<file path="config.mk">
export PLATFORM = sky130hd
export DESIGN_NAME = mos_cell
export DESIGN_NICKNAME = d
export VERILOG_FILES = /design/src/sv/mos_pkg.sv /design/src/sv/mos_cell.sv
export SDC_FILE = /design/constraint.sdc
export NUM_CORES = 1
export LEC_CHECK = 0
export ABC_AREA = 1
export BUFFER_PORTS_ARGS = -buffer_cell sky130_fd_sc_hd__buf_2
export CORE_ASPECT_RATIO = 1.2
export CORE_UTILIZATION = 46
export CTS_CLUSTER_DIAMETER = 150
export DETAILED_ROUTE_END_ITERATION = 8
export PLACE_DENSITY_LB_ADDON = 0.12
export SLEW_MARGIN = 10
export SYNTH_ARGS = -nofsm -noshare
export SYNTH_HDL_FRONTEND = slang
export SYNTH_SLANG_ARGS = --single-unit
</file>
<file path="constraint.sdc">
create_clock -name clk -period 3.4 [get_ports clk]
set_clock_uncertainty 0.15 [all_clocks]
set_input_delay 0.17 -clock clk [delete_from_list [all_inputs] [get_ports clk]]
set_output_delay 0.17 -clock clk [all_outputs]
set_load 0.03 [all_outputs]
</file>
<file path="src/sv/mos_pkg.sv">
// ----------------------------------------------------------------------------
// mos_pkg
// Shared widths, defaults and types for the median-of-samples block.
// ----------------------------------------------------------------------------
package mos_pkg;

  // Field widths of a request and of a result.
  localparam int SAMPLE_W    = 32;
  localparam int MEDIAN_W    = 33;

  // Default capacity of the sorting chain.
  localparam int MAX_SAMPLES_DEF = 64;

  // Per-cycle command broadcast to every cell of the chain.
  typedef struct packed {
    logic ins;    // insert the broadcast sample in order
    logic shift;  // move every value one cell toward cell zero
  } cell_ctrl_t;

endpackage

</file>
<file path="src/sv/mos_cell.sv">
// ----------------------------------------------------------------------------
// mos_cell
// One cell of the insertion-sort chain: holds one sample of the sorted set.
// ----------------------------------------------------------------------------
module mos_cell import mos_pkg::*; (
  input  logic                       clk,
  input  cell_ctrl_t                 ctrl,
  input  logic signed [SAMPLE_W-1:0] sample,
  input  logic                       occ,
  input  logic                       left_occ,
  input  logic                       left_gt,
  input  logic signed [SAMPLE_W-1:0] left_val,
  input  logic signed [SAMPLE_W-1:0] right_val,
  output logic signed [SAMPLE_W-1:0] val,
  output logic                       gt
);

  // The cell's value lies strictly above the new sample, so it must move up.
  assign gt = occ && (val > sample);

  // On insert, a moving cell or the first free cell takes either its left
  // neighbor's value (if that one moves too) or the new sample itself.
  // On shift, the value of the right neighbor moves in.
  always_ff @(posedge clk) begin
    if (ctrl.shift) begin
      val <= right_val;
    end else if (ctrl.ins && (gt || (!occ && left_occ))) begin
      val <= left_gt ? left_val : sample;
    end
  end

endmodule

</file>
# After elaboration in Yosys (flattened, before gate mapping)
# Cells that the tools add are included.
[totals]
regBits = 32
latchBits = 0
mem_bits_rw = 0
rom_bits = 0
in_bits = 102
out_inout_bits = 33
elab_cells = 11
mem_count = 0
[classes]
add_sub_neg = 0
multipliers = 0
div = 0
magnitude_cmp = 1
eq_ne = 0
shifts = 0
muxes = 3
bitwise = 0
reduce_logical = 6
[ops]
columns = ["cell", "count"]
rows = [
  ["32-bit two-way mux", 3],
  ["32-bit > comparator", 1],
  ["1-bit logical AND", 3],
  ["2-bit nonzero test", 1],
  ["1-bit zero test", 1],
  ["1-bit logical OR", 1],
]

# Logic depth before layout (Yosys ltp)
[logic_depth]
word_depth = 6
mapped_depth = 18
mapped_depth_nobuf = 18

# Worst setup path before layout
# Ideal clock, no wire load.
[synth_timing]
kind = "flip-flop to flip-flop"
startpoint = "reg val[31]"
endpoint = "reg val[0], enable pin"
setup_time_ns = 0.390
arrival_time_ns = 2.307
required_ns = 2.860
path_slack_ns = 0.553
stages_incl_launch_ff = 12
n_path_buf = 0
period_less_slack_ns = 2.847
path_cell_list = "edfxtp_1 -> ha_1 -> a21oi_1 -> o21a_1 -> nand2_1 -> a21oi_1 -> nand2_1 -> nand2_1 -> nand3_2 -> nand2_1 -> nand2_1 -> nand2_1"
[synth_between]
elab_chain_len = 5
[synth_lines]
columns = ["element", "line", "text"]
rows = [
  ["from (decl)", "mos_cell.sv:14", "output logic signed [SAMPLE_W-1:0] val,"],
  ["from (signal assigned)", "mos_cell.sv:26", "val <= right_val;"],
  ["from (signal assigned)", "mos_cell.sv:28", "val <= left_gt ? left_val : sample;"],
  ["32-bit > comparator", "mos_cell.sv:19", "assign gt = occ && (val > sample);"],
  ["1-bit logical AND", "mos_cell.sv:19", ""],
  ["1-bit logical OR", "mos_cell.sv:27", "end else if (ctrl.ins && (gt || (!occ && left_occ))) begin"],
  ["1-bit logical AND", "mos_cell.sv:27", ""],
  ["2-bit nonzero test (no source line)", "n/a", ""],
]
# No other way between the ends.
# A chain may end at the register's enable or synchronous reset.

# Worst setup path in the final report
[layout_timing]
startpoint = "reg val[9]"
endpoint = "reg val[4], enable pin"
# The elaborated chain is that of the path after synthesis.

==> results_dict.tcl <==
set metrics [dict create \
    status "complete, no violations" \
    synth_seq_area_share_pct 38.02 \
    cts_tree "done" \
    synth.top_cell.area_share_pct 38.02 \
    fin_util_pct 62.90 \
    io_pins 135 \
    slowest_delay_ns 0.40 \
    startpoint_type "flop" \
    cts-buffers-inserted 5 \
    final_nets 563 \
    clk_pin_slew_ns 0.07 \
    grtUsageTotal_pct 21.03 \
    die_y_um 83.20 \
    hold_path.class "in -> reg" \
    tns_ns 0 \
    p_leak_nw 1.722 \
    postSynthCellCount 298 \
    die_area_mm2 0.005796 \
    reg_top3 "val (32)" \
    worstMarginPinSlew_ns 1.046 \
    synth_edf_count 32 \
    cts.htree.levels 2 \
    routabilityCongestion 0.7906 \
    numPortBuffers 134 \
    largest_register "val" \
    drtPass1Iterations 4 \
    overflow 0 \
    wl_per_cell_um 12.15 \
    path_cells "ha_1, nand2_1, nand2_1, nand3_1, nand2_1, a21oi_1, nand2_1, nand2_1, nand2_1, nand2_1, nand3_2, nand2_1, nand2_1, nand2_1, buf_4" \
    crit_fanout 30 \
    first_iter_violations 89 \
    hpwl_mm 4.590 \
    synth_cell_types 20 \
    drive_above_1_share_pct 34.65 \
    largest_reg_flops 32 \
    setup-violations-final 0 \
    path_common_cell "nand2_1" \
    die-width_um 69.67 \
    yosys-top-cells-area "edfxtp_1 (38%), ha_1 (16%), nand2_1 (11%)" \
    vias 2440 \
    cp.buffers_inverters 1 \
    antenna_left 0 \
    initial_core_util_pct 47.71 \
    row_count 29 \
    crit_required_ns 3.19 \
    cts_resized 0 \
    grt_max_degree 63 \
    cts_sinks 32 \
    async_flop_share_pct 0 \
    totalWireLength_mm 5.979 \
    finalCritPeriodShare_pct 75.95 \
    cp-end-kind "flop" \
    synth-main-ff-cell "edfxtp_1" \
    syn_area_mm2 0.002527 \
    antenna_found_initial 0 \
    synth.avg_cell_area_um2 8.481 \
    synth_nets 432 \
    fmax_ghz 0.3872 \
    worst_path_max_delay_cell "edfxtp_1" \
    drv_cap 0 \
    max_slew_margin_pct 30.28 \
    cts_buffer_depth 2 \
    drc_errors 0 \
    power_mw 1.200 \
    drv_slew 0 \
    synth.most_common_cell "nand2_1" \
    area_delta_synth_final_pct 31.83 \
    clock_latency_ns 0.28 \
    rsz0062_at_grt "no" \
    finalCriticalPeriod_ns 2.582 \
    yosys-top-cells-count "nand2_1 (73), inv_1 (43), edfxtp_1 (32), ha_1 (32), o21a_1 (31)" \
    worst-setup-path-type "reg -> reg" \
    worstPathArrival_ns 2.37 \
    core-area_mm2 0.005298 \
    grt_pass1_vias 2344 \
    power-per-cell-area_mw_per_mm2 360.3 \
    grt_pass1_wl_mm 9.873 \
    synth-seq-cells 32 \
    post_drt_via_cell_ratio 4.959 \
    cpLargestDelayFamily "simple AND/OR/NAND/NOR gates" \
    finalHoldViolations 0 \
    yosysWarnings 0 \
    yosys.area.top_type "edfxtp_1" \
    ir_worst_vdd_mv 0.2740 \
    insertedDiodeCount 0 \
    cts_root_buffer "clkbuf_8" \
]
==> what timing repair did <==
action	4_1_cts	5_1_grt
buffers inserted	0	0
endpoints found under the hold margin	0	1
hold buffers	0	1
==> layer usage <==
| metal | global-route usage, % | share of wire (%) | vias to the layer above |
|---|---|---|---|
| met1 | 25.86 | 45 | 1063 |
| met5 | 0 | 0 | - |
| met2 | 35.83 | 48 | 88 |
| met4 | 6.545 | 1.2 | 0 |
| li1 | - | - | 1283 |
| met3 | 5.583 | 6.5 | 6 |
==> where the power goes <==
part	switching (mW)	internal [mW]
clock	0.146	0.139
sequential	0.0200	0.486
combinational	0.248	0.161
total	0.414	0.787
==> stage by stage <==
stage               setup WS, ns  instances  hold slack (ns)  area (um2)
finish                    0.8176        492         0.006353        3332
global route              0.5588        492         0.001588        3332
CTS                       0.8027        491         0.001819        3322
detailed placement        0.8272        483           0.2955        3239
global placement          0.8711        483           0.2933        3239
floorplan                 0.5532        298           0.2061        2527
==> worst register-to-register path: stages (launching register included) <==
cell      delay [ns]
edfxtp_1        0.40
ha_1            0.30
nand2_1         0.07
nand2_1         0.06
nand3_1         0.06
nand2_1         0.06
a21oi_1         0.16
nand2_1         0.08
nand2_1         0.08
nand2_1         0.05
nand2_1         0.07
nand3_2         0.06
nand2_1         0.06
nand2_1         0.05
nand2_1         0.10
buf_4           0.40
==> area by class of cell <==
cell class / count / area, um2
Clock inverter: 3 / 13.76
Clock buffer: 5 / 68.82
Tap cell: 62 / 77.57
Multi-Input combinational cell: 208 / 1346
Sequential cell: 32 / 960.9
Inverter: 45 / 168.9
Fill cell: 479 / 1966
Timing Repair Buffer: 137 / 695.7
==> cells by family (layout without fill, tap and decap cells) <==
logic type | Yosys count | in the layout | synth area share, %
and+or+nand+nor | 92 | 92 | 14.75
AOI/OAI and AO/OA | 84 | 84 | 22.67
DFF | 32 | 32 | 38.02
buffers and inverters | 58 | 190 | 8.712
adders and majority gates | 32 | 32 | 15.84
==> placed cells by master (no fill, tap or decap), drive strengths merged <==
cell type | Yosys | routed
buf | 2 | 136
edfxtp | 32 | 32
a21o | 1 | 1
ha | 32 | 32
nand3 | 3 | 3
nor2 | 13 | 13
nand4 | 2 | 2
dlygate4sd3 | 0 | 1
o21ai | 2 | 2
nand2 | 74 | 74
o21a | 31 | 31
inv | 44 | 44
a21oi | 21 | 21
o211ai | 29 | 29
clkinv | 1 | 4
clkbuf | 11 | 5
==> worst paths after layout <==
kind | startpoint | end | slack (ns) | depth (start not counted)
max | val[9]$_DFFE_PP_ | val[4]$_DFFE_PP_ | 0.82 | 15
min | right_val[27] | val[27]$_DFFE_PP_ | 0.006 | 2
min reg2reg | val[31]$_DFFE_PP_ | val[23]$_DFFE_PP_ | 0.90 | 7
max reg2reg | val[9]$_DFFE_PP_ | val[4]$_DFFE_PP_ | 0.82 | 15
(Power assumes the default switching activity.)
